### src/design/stt_pkg.sv
`timescale 1ns / 1ps
// Shared types and constants for the software timer table.
// No dependencies; imported by stt_ctrl, stt_dp and the top level.
package stt_pkg;

    localparam int SLOTS   = 16;
    localparam int SLOT_W  = $clog2(SLOTS);
    localparam int COUNT_W = $clog2(SLOTS + 1);
    localparam int TIME_W  = 48;
    localparam int MS_W    = 31;
    localparam int NEXT_W  = 32;

    localparam logic [MS_W-1:0]   ID_MAX   = {MS_W{1'b1}};
    localparam logic [TIME_W-1:0] TIME_MAX = {TIME_W{1'b1}};

    typedef enum logic [1:0] {
        CMD_ADD    = 2'd0,
        CMD_CANCEL = 2'd1,
        CMD_TICK   = 2'd2,
        CMD_QUERY  = 2'd3
    } t_cmd;

    typedef enum logic [2:0] {
        ST_ADDED   = 3'd0,
        ST_FULL    = 3'd1,
        ST_CANCEL  = 3'd2,
        ST_FIRED   = 3'd3,
        ST_SUMMARY = 3'd4,
        ST_NEXT    = 3'd5
    } t_status;

    // controller -> datapath
    typedef struct packed {
        logic              load;
        logic              apply;
        logic              emit_fire;
        logic              emit_final;
        logic [SLOT_W-1:0] idx;
    } t_ctrl_cmd;

    // datapath -> controller
    typedef struct packed {
        logic hit;
        logic out_free;
        t_cmd cmd;
    } t_dp_stat;

endpackage

### src/design/stt_ctrl.sv
`timescale 1ns / 1ps
// Sequencer for the timer table: walks the slots one per cycle per command;
// a fired slot waits for a free output register. Depends on stt_pkg.
module stt_ctrl (
    input  logic               i_clk,
    input  logic               i_rst_n,
    input  logic               i_in_valid,
    output logic               o_in_ready,
    input  stt_pkg::t_dp_stat  i_stat,
    output stt_pkg::t_ctrl_cmd o_cmd
);
    import stt_pkg::*;

    typedef enum logic [1:0] {
        S_IDLE,
        S_SCAN,
        S_FINAL
    } t_state;

    t_state            r_state, n_state;
    logic [SLOT_W-1:0] r_idx, n_idx;
    logic              w_last_slot;
    logic              w_early_done;

    assign w_last_slot  = (r_idx == SLOT_W'(SLOTS - 1));
    // add and cancel stop at the first slot that takes them
    assign w_early_done = i_stat.hit &&
                          (i_stat.cmd == CMD_ADD || i_stat.cmd == CMD_CANCEL);

    always_comb begin
        n_state          = r_state;
        n_idx            = r_idx;
        o_cmd.load       = 1'b0;
        o_cmd.apply      = 1'b0;
        o_cmd.emit_fire  = 1'b0;
        o_cmd.emit_final = 1'b0;
        o_cmd.idx        = r_idx;
        o_in_ready       = (r_state == S_IDLE);
        unique case (r_state)
            S_IDLE: begin
                if (i_in_valid) begin
                    o_cmd.load = 1'b1;
                    n_idx      = '0;
                    n_state    = S_SCAN;
                end
            end
            S_SCAN: begin
                if (i_stat.cmd == CMD_TICK && i_stat.hit) begin
                    // fired word needs the output register
                    if (i_stat.out_free) begin
                        o_cmd.apply     = 1'b1;
                        o_cmd.emit_fire = 1'b1;
                        n_idx           = r_idx + 1'b1;
                        if (w_last_slot) n_state = S_FINAL;
                    end
                end else begin
                    o_cmd.apply = 1'b1;
                    n_idx       = r_idx + 1'b1;
                    if (w_early_done || w_last_slot) n_state = S_FINAL;
                end
            end
            S_FINAL: begin
                if (i_stat.out_free) begin
                    o_cmd.emit_final = 1'b1;
                    n_state          = S_IDLE;
                end
            end
            default: n_state = S_IDLE;
        endcase
    end

    always_ff @(posedge i_clk) begin
        if (!i_rst_n) begin
            r_state <= S_IDLE;
            r_idx   <= '0;
        end else begin
            r_state <= n_state;
            r_idx   <= n_idx;
        end
    end

endmodule

### src/design/stt_dp.sv
`timescale 1ns / 1ps
// Datapath for the timer table: slot storage, id counter, scan arithmetic
// and the output word register. Depends on stt_pkg.
module stt_dp (
    input  logic                       i_clk,
    input  logic                       i_rst_n,
    input  stt_pkg::t_ctrl_cmd         i_cmd,
    output stt_pkg::t_dp_stat          o_stat,
    input  stt_pkg::t_cmd              i_in_cmd,
    input  logic [stt_pkg::TIME_W-1:0] i_now_ms,
    input  logic [stt_pkg::MS_W-1:0]   i_delay_ms,
    input  logic [stt_pkg::MS_W-1:0]   i_period_ms,
    input  logic [stt_pkg::MS_W-1:0]   i_target_id,
    input  logic                       i_out_ready,
    output logic                       o_out_valid,
    output stt_pkg::t_status           o_status,
    output logic [stt_pkg::MS_W-1:0]   o_timer_id,
    output logic [stt_pkg::NEXT_W-1:0] o_next_ms,
    output logic [stt_pkg::COUNT_W-1:0] o_fired_count,
    output logic                       o_last
);
    import stt_pkg::*;

    // slot table
    logic [SLOTS-1:0]  r_active;
    logic [MS_W-1:0]   r_slot_id       [SLOTS];
    logic [TIME_W-1:0] r_slot_deadline [SLOTS];
    logic [MS_W-1:0]   r_slot_period   [SLOTS];
    logic [MS_W-1:0]   r_id_counter;

    // latched command
    t_cmd              r_cmd;
    logic [TIME_W-1:0] r_now;
    logic [MS_W-1:0]   r_delay;
    logic [MS_W-1:0]   r_period;
    logic [MS_W-1:0]   r_target;

    // scan results
    logic               r_found;
    logic [MS_W-1:0]    r_new_id;
    logic               r_any;
    logic [TIME_W-1:0]  r_best;
    logic [COUNT_W-1:0] r_count;

    // output word
    logic               r_o_valid;
    t_status            r_o_status;
    logic [MS_W-1:0]    r_o_id;
    logic [NEXT_W-1:0]  r_o_next;
    logic [COUNT_W-1:0] r_o_count;
    logic               r_o_last;

    logic              w_act;
    logic [MS_W-1:0]   w_id;
    logic [TIME_W-1:0] w_dl;
    logic [MS_W-1:0]   w_per;
    logic              w_hit;
    logic              w_expired;
    logic [TIME_W:0]   w_add_sum;
    logic [TIME_W-1:0] w_add_dl;
    logic [TIME_W:0]   w_rel_sum;
    logic [TIME_W-1:0] w_rel_dl;
    logic [TIME_W-1:0] w_remain;
    logic              w_out_free;
    logic [NEXT_W-1:0] w_next_reply;

    assign w_act = r_active[i_cmd.idx];
    assign w_id  = r_slot_id[i_cmd.idx];
    assign w_dl  = r_slot_deadline[i_cmd.idx];
    assign w_per = r_slot_period[i_cmd.idx];

    assign w_expired = (w_dl <= r_now);

    always_comb begin
        unique case (r_cmd)
            CMD_ADD:    w_hit = !w_act;
            CMD_CANCEL: w_hit = w_act && (w_id == r_target);
            CMD_TICK:   w_hit = w_act && w_expired;
            CMD_QUERY:  w_hit = w_act;
        endcase
    end

    // saturating deadline sums
    assign w_add_sum = {1'b0, r_now} + {{(TIME_W + 1 - MS_W){1'b0}}, r_delay};
    assign w_add_dl  = w_add_sum[TIME_W] ? TIME_MAX : w_add_sum[TIME_W-1:0];
    assign w_rel_sum = {1'b0, r_now} + {{(TIME_W + 1 - MS_W){1'b0}}, w_per};
    assign w_rel_dl  = w_rel_sum[TIME_W] ? TIME_MAX : w_rel_sum[TIME_W-1:0];

    assign w_remain  = w_expired ? '0 : (w_dl - r_now);

    // -1 when nothing is active, else clamped to the 31-bit range
    assign w_next_reply = !r_any                      ? '1 :
                          (r_best > TIME_W'(ID_MAX))  ? NEXT_W'(ID_MAX) :
                                                        r_best[NEXT_W-1:0];

    assign w_out_free = !r_o_valid || i_out_ready;

    assign o_stat.hit      = w_hit;
    assign o_stat.out_free = w_out_free;
    assign o_stat.cmd      = r_cmd;

    // table state
    always_ff @(posedge i_clk) begin
        if (!i_rst_n) begin
            r_active     <= '0;
            r_id_counter <= MS_W'(1);
        end else if (i_cmd.apply && w_hit) begin
            unique case (r_cmd)
                CMD_ADD: begin
                    r_active[i_cmd.idx] <= 1'b1;
                    r_id_counter <= (r_id_counter == ID_MAX) ? MS_W'(1)
                                                             : r_id_counter + 1'b1;
                end
                CMD_CANCEL: r_active[i_cmd.idx] <= 1'b0;
                CMD_TICK: begin
                    if (w_per == '0) r_active[i_cmd.idx] <= 1'b0;
                end
                CMD_QUERY: ;
            endcase
        end
    end

    always_ff @(posedge i_clk) begin
        if (i_cmd.apply && w_hit) begin
            if (r_cmd == CMD_ADD) begin
                r_slot_id[i_cmd.idx]       <= r_id_counter;
                r_slot_period[i_cmd.idx]   <= r_period;
                r_slot_deadline[i_cmd.idx] <= w_add_dl;
            end else if (r_cmd == CMD_TICK && w_per != '0) begin
                r_slot_deadline[i_cmd.idx] <= w_rel_dl;
            end
        end
    end

    // command latch and scan accumulators
    always_ff @(posedge i_clk) begin
        if (i_cmd.load) begin
            r_cmd    <= i_in_cmd;
            r_now    <= i_now_ms;
            r_delay  <= i_delay_ms;
            r_period <= i_period_ms;
            r_target <= i_target_id;
            r_found  <= 1'b0;
            r_any    <= 1'b0;
            r_count  <= '0;
        end else if (i_cmd.apply && w_hit) begin
            unique case (r_cmd)
                CMD_ADD: begin
                    r_found  <= 1'b1;
                    r_new_id <= r_id_counter;
                end
                CMD_CANCEL: ;
                CMD_TICK:   r_count <= r_count + 1'b1;
                CMD_QUERY: begin
                    if (!r_any || w_remain < r_best) r_best <= w_remain;
                    r_any <= 1'b1;
                end
            endcase
        end
    end

    // output word register
    always_ff @(posedge i_clk) begin
        if (!i_rst_n) begin
            r_o_valid <= 1'b0;
        end else if (i_cmd.emit_fire || i_cmd.emit_final) begin
            r_o_valid <= 1'b1;
        end else if (i_out_ready) begin
            r_o_valid <= 1'b0;
        end
    end

    always_ff @(posedge i_clk) begin
        if (i_cmd.emit_fire) begin
            r_o_status <= ST_FIRED;
            r_o_id     <= w_id;
            r_o_next   <= '0;
            r_o_count  <= '0;
            r_o_last   <= 1'b0;
        end else if (i_cmd.emit_final) begin
            r_o_id    <= (r_cmd == CMD_ADD && r_found) ? r_new_id : '0;
            r_o_next  <= (r_cmd == CMD_QUERY) ? w_next_reply : '0;
            r_o_count <= (r_cmd == CMD_TICK) ? r_count : '0;
            r_o_last  <= 1'b1;
            unique case (r_cmd)
                CMD_ADD:    r_o_status <= r_found ? ST_ADDED : ST_FULL;
                CMD_CANCEL: r_o_status <= ST_CANCEL;
                CMD_TICK:   r_o_status <= ST_SUMMARY;
                CMD_QUERY:  r_o_status <= ST_NEXT;
            endcase
        end
    end

    assign o_out_valid   = r_o_valid;
    assign o_status      = r_o_status;
    assign o_timer_id    = r_o_id;
    assign o_next_ms     = r_o_next;
    assign o_fired_count = r_o_count;
    assign o_last        = r_o_last;

endmodule

### src/design/software_timer_table_top.sv
`timescale 1ns / 1ps
// Software timer table, top level. Depends on stt_pkg, stt_ctrl, stt_dp.
// A command visits the 16 slots one per cycle, then issues its reply word from a
// final state; the next command word is taken once that state returns to idle.
// Add and cancel stop early at the slot they hit. A fired word stalls the scan while
// the output register is full. Reset (synchronous, active low) frees every slot, id to 1.
module software_timer_table_top (
    input  logic          i_clk,
    input  logic          i_rst_n,
    input  logic          s_axis_tvalid,
    output logic          s_axis_tready,
    input  logic [143:0]  s_axis_tdata,  // now_ms, delay_ms, period_ms, target_id, pad
    input  logic [1:0]    s_axis_tuser,  // cmd
    output logic          m_axis_tvalid,
    input  logic          m_axis_tready,
    output logic [71:0]   m_axis_tdata,  // timer_id, next_ms, fired_count, pad
    output logic [2:0]    m_axis_tuser,  // status
    output logic          m_axis_tlast   // last word of the command
);
    import stt_pkg::*;

    t_ctrl_cmd            w_cmd;
    t_dp_stat             w_stat;
    t_status              w_status;
    logic [MS_W-1:0]      w_timer_id;
    logic [NEXT_W-1:0]    w_next_ms;
    logic [COUNT_W-1:0]   w_fired_count;

    stt_ctrl u_ctrl (
        .i_clk      (i_clk),
        .i_rst_n    (i_rst_n),
        .i_in_valid (s_axis_tvalid),
        .o_in_ready (s_axis_tready),
        .i_stat     (w_stat),
        .o_cmd      (w_cmd)
    );

    stt_dp u_dp (
        .i_clk         (i_clk),
        .i_rst_n       (i_rst_n),
        .i_cmd         (w_cmd),
        .o_stat        (w_stat),
        .i_in_cmd      (t_cmd'(s_axis_tuser)),
        .i_now_ms      (s_axis_tdata[47:0]),
        .i_delay_ms    (s_axis_tdata[78:48]),
        .i_period_ms   (s_axis_tdata[109:79]),
        .i_target_id   (s_axis_tdata[140:110]),
        .i_out_ready   (m_axis_tready),
        .o_out_valid   (m_axis_tvalid),
        .o_status      (w_status),
        .o_timer_id    (w_timer_id),
        .o_next_ms     (w_next_ms),
        .o_fired_count (w_fired_count),
        .o_last        (m_axis_tlast)
    );

    assign m_axis_tuser = w_status;
    assign m_axis_tdata = {4'b0, w_fired_count, w_next_ms, w_timer_id};

endmodule

### config.mk
export PLATFORM = sky130hd
export DESIGN_NAME = software_timer_table_top
export DESIGN_NICKNAME = d
export VERILOG_FILES = /design/src/design/stt_pkg.sv /design/src/design/stt_ctrl.sv /design/src/design/stt_dp.sv /design/src/design/software_timer_table_top.sv
export SDC_FILE = /design/constraint.sdc
export NUM_CORES = 2
export LEC_CHECK = 0
export BUFFER_PORTS_ARGS = -buffer_cell sky130_fd_sc_hd__buf_2
export CAP_MARGIN = 20
export CORE_MARGIN = 2
export CORE_UTILIZATION = 62
export CTS_CLUSTER_DIAMETER = 200
export DETAILED_ROUTE_END_ITERATION = 16
export PLACE_DENSITY = 0.75
export RECOVER_POWER = 50
export SLEW_MARGIN = 30
export SYNTH_ARGS = -nofsm -noshare
export SYNTH_HDL_FRONTEND = slang
export SYNTH_HIERARCHICAL = 1
export SYNTH_SLANG_ARGS = --single-unit
### constraint.sdc
create_clock -name i_clk -period 12.8 [get_ports i_clk]
set_input_delay 1.92 -clock i_clk [delete_from_list [all_inputs] [get_ports i_clk]]
set_output_delay 1.92 -clock i_clk [all_outputs]
set_load 0.02 [all_outputs]
Word level (Yosys, flattened, before mapping)
Memories as Yosys holds them, arrays and structs flattened. A register that Yosys moved wholly into a read port is not among the register bits.
Index checks and enable logic that the tools add are counted.

cells by class
  add/sub/neg operators = 6
  multipliers = 0
  divide/modulo/power cells = 0
  magnitude comparators = 5
  equality and inequality tests = 14
  shift-type cells = 0
  muxes and demuxes = 55
  bitwise logic cells = 5
  reduce and logical (&&, ||, !) cells = 32

operator list
  cell                                                             number
  two-way mux 48 bit                                               4
  two-way mux 31 bit                                               4
  adder 48 x 31 -> 49 bit                                          2
  two-way mux 32 bit                                               3
  greater-than comparator 48 x 31 -> 1 bit, second input constant  1
  <= comparator 48 bit                                             1
  < comparator 48 bit                                              1
  case mux 16 bit (3 select lines)                                 1
  subtractor 48 bit                                                1
  two-way mux 4 bit                                                9
  adder 31 x 1 -> 31 bit, second input constant                    1
  equality test 31 bit                                             1
  equality test 31 bit, second input constant                      1
  logical NOT 31 bit                                               1
  nonzero test 31 bit                                              1
  two-way mux 1 bit                                                18
  bitwise AND 16 bit                                               1
  two-way mux 16 bit                                               1
  two-way mux 2 bit                                                8
  NOT 16 bit                                                       1
  bitwise OR 16 bit                                                1
  case mux 3 bit (4 select lines)                                  1
  AND reduction 3 bit                                              3
  logical AND 1 bit                                                8
  27 further kinds                                                 43

storage, ports and cells
  register bits = 355
  latch bits = 0
  memory bits (writable) = 1760
  bits in read-only memories = 0
  bits of input ports = 150
  output and inout port bits = 78
  logic and storage cells = 140
  memories kept = 3

memory list
  memory                depth  width  rd ports  clocked after Yosys merged registers in  write ports  line          text
  u_dp.r_slot_deadline  16     48     1         1                                        1            stt_dp.sv:27  logic [TIME_W-1:0] r_slot_deadline [SLOTS];
  u_dp.r_slot_id        16     31     1         1                                        1            stt_dp.sv:26  logic [MS_W-1:0] r_slot_id [SLOTS];
  u_dp.r_slot_period    16     31     1         1                                        1            stt_dp.sv:28  logic [MS_W-1:0] r_slot_period [SLOTS];

Longest topological paths before layout
  depth after elaboration = 11
  depth in mapped cells = 38
  depth with buffers taken out = 28

By module
The synthesis kept the hierarchy.

by module, submodules not included
  module                    times used  cells each  area each (um^2)  seq. area each (um^2)
  stt_dp                    1           4763        87312.5           62369.8
  stt_ctrl                  1           41          371.6             120.1
  software_timer_table_top  1           5           33.8              0.0

Worst setup path before layout
Ideal clock, no wire load.

  path kind = register to register
  start = register u_ctrl.r_idx[0]
  end = memory u_dp.r_slot_id[0][0] (enable)
  setup time = 558 ps
  data arrival time = 10383 ps
  data required time = 12242 ps
  setup slack = 1859 ps
  stages on the path, launching flop included = 28
  path buffers = 12
  period minus slack after synthesis = 10941 ps
  cell sequence = dfxtp_1 > buf_4 > buf_6 > buf_6 > buf_6 > buf_4 > buf_4 > buf_2 > buf_2 > buf_1 > mux4_2 > mux4_2 > ha_1 > nand2_1 > nor4_1 > nor3b_1 > o21bai_1 > a21oi_1 > o211ai_1 > nor2_1 > nor2_1 > buf_4 > and4bb_1 > buf_6 > nor2_1 > nand2_1 > clkbuf_1 > nor3_1

RTL lines
  what                      line            text
  start: declaration        stt_ctrl.sv:21  logic [SLOT_W-1:0] r_idx, n_idx;
  start signal: assignment  stt_ctrl.sv:78  r_idx <= n_idx;
  end: declaration          stt_dp.sv:26

==> metrics.md <==
| Metric | Value |
|---|---|
| Outcome | finished with violations |
| Violated checks | max-capacitance violations, max-slew violations |
| Maximum fanout along the worst path | between 80 and 90 |
| Switching power | about 3.4 mW |
| Largest incremental delay on the critical path | about 1.7 ns |
| Pin count of the biggest net entering global routing | roughly 130 |
| Clock insertion delay at the later pin of the skew report | between 0.8 and 0.9 ns |
| Final setup skew | around 0.043 ns |
| Final count of negative-setup-slack endpoints | 0 |
| Number of enable flip-flop cells after synthesis | 2,013 |
| Worst r2r path cells | 18 |
| Die footprint | about 0.14 sq mm |
| Destination of the worst register-to-register timing path | u_dp/r_slot_period[11][14] |
| Slew Limit Headroom | -1.57 |
| Worst Path Required | about 13 ns |
| Via-per-instance ratio | about 6.6 |
| Port Buf Inserts | 220 |
| Combinational group share of total power | 0.079 |
| Dominant cells by area after synthesis | sky130_fd_sc_hd__edfxtp_1, sky130_fd_sc_hd__mux4_2, sky130_fd_sc_hd__ha_1, sky130_fd_sc_hd__dfxtp_1, sky130_fd_sc_hd__mux2i_1 |
| Synthesized instance count | about 4,800 |
| Final HPWL DP | approximately 120,000 um |
| Total iterations of the first detailed-routing run | 6 |
| Fin Setup TNS | 0 ns |
| Setup repair after global routing missed its margin | no |
| Antenna-violating nets left | 0 |
| Share of power burned in the clock network | 0.397 |
| Cell-by-cell listing of the critical path | buf_12, mux4_2, mux4_2, ha_1, nand2_1, nor4_1, nor3b_1, o21bai_1, a21oi_1, o211ai_1, nor2_1, nor2_1, and4bb_1, nor2_1, nand2_1, nor3_2, clkbuf_1, buf_4 |
| Reg clk slew, reported paths | around 0.06 ns |
| Pwr/cell area | around 150 mW/mm^2 |
| Hold buffer count at cts | 0 |
| Fraction of synthesized cell area taken by the top area cell type | 0.689 |
| Relative area change from synthesis to final layout | 11.6% |
| Leading area contributor after synthesis | sky130_fd_sc_hd__edfxtp_1 |
| Share of the core filled with cells | 0.694 |
| Cell mode on critical path | sky130_fd_sc_hd__nor2_1 |
| Wire length of the first global-routing pass | roughly 310,000 um |
| Number of gates resized after cts | 0 |
| Reg-to-reg critical path startpoint | u_ctrl/r_idx[0] |
| Setup fix buffers added after clock tree synthesis | 0 |
| Inserted Clock Buffers | between 200 and 250 |
| Arrival time reported for the critical path endpoint | 11.13 ns |
| CTS H-tree depth | 4 |
| Sequential Power Share | 0.524 |
| Cell area after synthesis | approximately 0.09 sq mm |
| Via count | 47,687 |
| Portion of the clock cycle consumed by the worst path in the final layout | 0.835 |
| Worst Hold Launch | u_dp/r_found |
| Syn_area_per_cell | around 18 sq um |
| Placeable Area | around 0.14 sq mm |
| Cell at the root of the clock tree | sky130_fd_sc_hd__clkbuf_16 |
| Number of remaining DRC errors | 0 |
| Highest Clock Rate | around 94 MHz |
| Element type at the critical path start | flip-flop |
| Overall power | 15.0 mW |
| HP Class | flip-flop to flip-flop |
| Die W | ~380 um |
| Min cycle time layout | 10.69 ns |
| Most used DFF post-synth | sky130_fd_sc_hd__edfxtp_1 |
| Starting Density | 0.622 |
| Sink of the worst hold path | u_dp/r_found |
| Clock tree from TritonCTS | yes |
| Antenna violations before repair | 6 |
| P_leak | about 32 nW |
| Drt wl/cell | about 30 um |
| Internal power | 11.6 mW |
| Clock net sink count | 2,115 |
| Core Rows | 138 |
| Worst Max-Slew Pin Slew | about 3.8 ns |
| First DRT Iteration DRCs | 5,942 |
| Die Height | roughly 380 um |
| Cell variety after synth | just over 90 |
| Category of the worst setup path capture point | flip-flop |
| Final Max Tran Viols | just under 600 |
| Hold violation count in the final report | 0 |
| Maxcap violations | 21 |
| Overflow after GRT | 0 |
| Fraction of registers with async set or reset after synthesis | 0 |
| Final weighted congestion of routability-driven global placement | 0.917 |
| Standard cell with the maximum stage delay on the critical path | sky130_fd_sc_hd__dfxtp_1 |
| Nets | about 5,500 |
| Via count of the first global-routing pass | 47,036 |
| Antenna diodes | 0 |
| Fraction of final layout cells with drive strength greater than 1 | 0.202 |
| #FFs+latches synth | roughly 2,100 |
| Register-to-register path setup slack | approximately 2.1 ns |
| Depth of the worst hold-timing path | 2 |
| Warning count from the yosys run | 6 |
| Sequential area share after synthesis | 0.712 |
| Longest Clk Path Bufs | 3 |
| Overall routed net length | between 200,000 and 250,000 um |
| Worst setup path category | flip-flop to flip-flop |
| Switching part of the total power | 0.227 |
| GR Util All Layers | 0.297 |
| Top-level port count | 228 |
| Peak supply drop | between 0.00015 and 0.0002 V |
[final cells by class]
type / count / area (sq um)
timing repair buffer: 343 / 1960
fill: 8870 / 43200
multi-input combinational: 2332 / 23800
inverter: 149 / 561
sequential: 2115 / 62500
tap: 1890 / 2360
clock buffer: 258 / 5390
clock inverter: 121 / 1270
[synth_stat cells, types with 76 or more instances]
master,number
sky130_fd_sc_hd__edfxtp_1,2013
sky130_fd_sc_hd__mux4_2,474
sky130_fd_sc_hd__nand2_1,197
sky130_fd_sc_hd__nor2_1,196
sky130_fd_sc_hd__ha_1,165
sky130_fd_sc_hd__inv_1,149
sky130_fd_sc_hd__a21oi_1,146
sky130_fd_sc_hd__a22oi_1,121
sky130_fd_sc_hd__mux2i_1,117
sky130_fd_sc_hd__clkbuf_1,113
sky130_fd_sc_hd__dfxtp_1,102
sky130_fd_sc_hd__o21ai_0,102
sky130_fd_sc_hd__xnor2_1,88
sky130_fd_sc_hd__nor3_1,81
sky130_fd_sc_hd__a21o_1,79
sky130_fd_sc_hd__xor2_1,76
[worst max-delay path by stage]
stage,end,depth (start not counted),startpoint
3_3_place_gp,u_dp/r_id_counter[8],22,u_ctrl/r_idx[0]
4_1_cts,u_dp/r_best[25],29,u_ctrl/r_idx[0]
5_1_grt,u_dp/r_best[4],29,u_ctrl/r_idx[0]
2_1_floorplan,u_dp/r_slot_id[0][0],27,u_ctrl/r_idx[0]
6_report,u_dp/r_slot_period[11][14],18,u_ctrl/r_idx[0]
3_5_place_dp,u_dp/r_best[9],29,u_ctrl/r_idx[0]
[registers in the layout, indices dropped and copies added (netlist names), named ones only]
register / flops
u_dp/r_period: 31
u_dp/o_timer_id: 31
u_dp/r_found: 1
u_dp/r_slot_deadline: 768
u_ctrl/r_idx: 4
u_ctrl/r_state: 2
u_dp/r_cmd: 2
u_dp/o_status: 3
u_dp/r_any: 1
u_dp/r_target: 31
u_dp/o_out_valid: 1
u_dp/o_next_ms: 32
u_dp/r_best: 48
u_dp/r_id_counter: 31
u_dp/r_slot_id: 496
u_dp/r_now: 48
u_dp/r_new_id: 31
u_dp/r_delay: 31
u_dp/r_slot_period: 496
u_dp/r_count: 5
u_dp/o_last: 1
u_dp/o_fired_count: 5
[power groups by stage]
stage,Combinational [mW],Sequential [mW],Clock [mW]
floorplan,0.806,7.97,0
global placement,1.13,7.99,0
detailed placement,1.16,7.99,0
CTS,1.17,7.84,6.02
global route,1.29,7.85,6.27
finish,1.18,7.85,5.94
[metal layers]
layer  global-route usage  vias up  wire (um)
li1                     -    20134          -
met1                0.431    24622      85300
met2                0.468     2551     102000
met3               0.0580      376      20800
met4               0.0845        4       6090
met5                    0        -         32
[through the flow]
step | hold WS (ns) | setup slack, ns | instances | cell area [sq um]
after floorplan | 0.426 | 1.86 | 4812 | 87700
after global placement | 0.431 | 3.60 | 6799 | 91200
after detailed placement | 0.438 | 3.66 | 6809 | 91300
after CTS | 0.451 | 3.60 | 7188 | 98000
after global routing | 0.476 | 1.53 | 7208 | 97900
final | 0.448 | 2.11 | 7208 | 97900
[cell usage in the layout (no fill, tap or decap), types with 37 or more instances in the layout]
cell type and instances:
sky130_fd_sc_hd__inv_1 147, sky130_fd_sc_hd__buf_2 130, sky130_fd_sc_hd__a21o_1 79, sky130_fd_sc_hd__clkbuf_16 204
sky130_fd_sc_hd__nand4_1 37, sky130_fd_sc_hd__mux4_2 474, sky130_fd_sc_hd__xnor2_1 88, sky130_fd_sc_hd__clkinv_2 40
sky130_fd_sc_hd__nand3_1 59, sky130_fd_sc_hd__xor2_1 76, sky130_fd_sc_hd__nor3_1 67, sky130_fd_sc_hd__mux2i_1 117
sky130_fd_sc_hd__dfxtp_1 99, sky130_fd_sc_hd__a21oi_1 146, sky130_fd_sc_hd__nor2_1 190, sky130_fd_sc_hd__a22oi_1 114
sky130_fd_sc_hd__o21ai_0 102, sky130_fd_sc_hd__edfxtp_1 2013, sky130_fd_sc_hd__buf_4 57, sky130_fd_sc_hd__clkbuf_1 177
sky130_fd_sc_hd__nand2_1 197, sky130_fd_sc_hd__ha_1 165
[critical path: cells and delay by family, from the launching register on]
| family | cells | cell delay (ns) |
|---|---|---|
| fa+ha+maj | 1 | 0.44 |
| mux | 2 | 1.17 |
| compound gates | 3 | 1.26 |
| simple gates | 9 | 2.63 |
| flops | 1 | 1.67 |
| buf+inv | 3 | 2.91 |
[cells by family after synthesis]
family,synth area share
compound gates,0.0517
xor+xnor,0.0164
fa+ha+maj,0.0242
buf+inv,0.0184
flops,0.712
mux,0.137
other cells,0.0000428
simple gates,0.0395
Power figures use the tool's default switching activity.
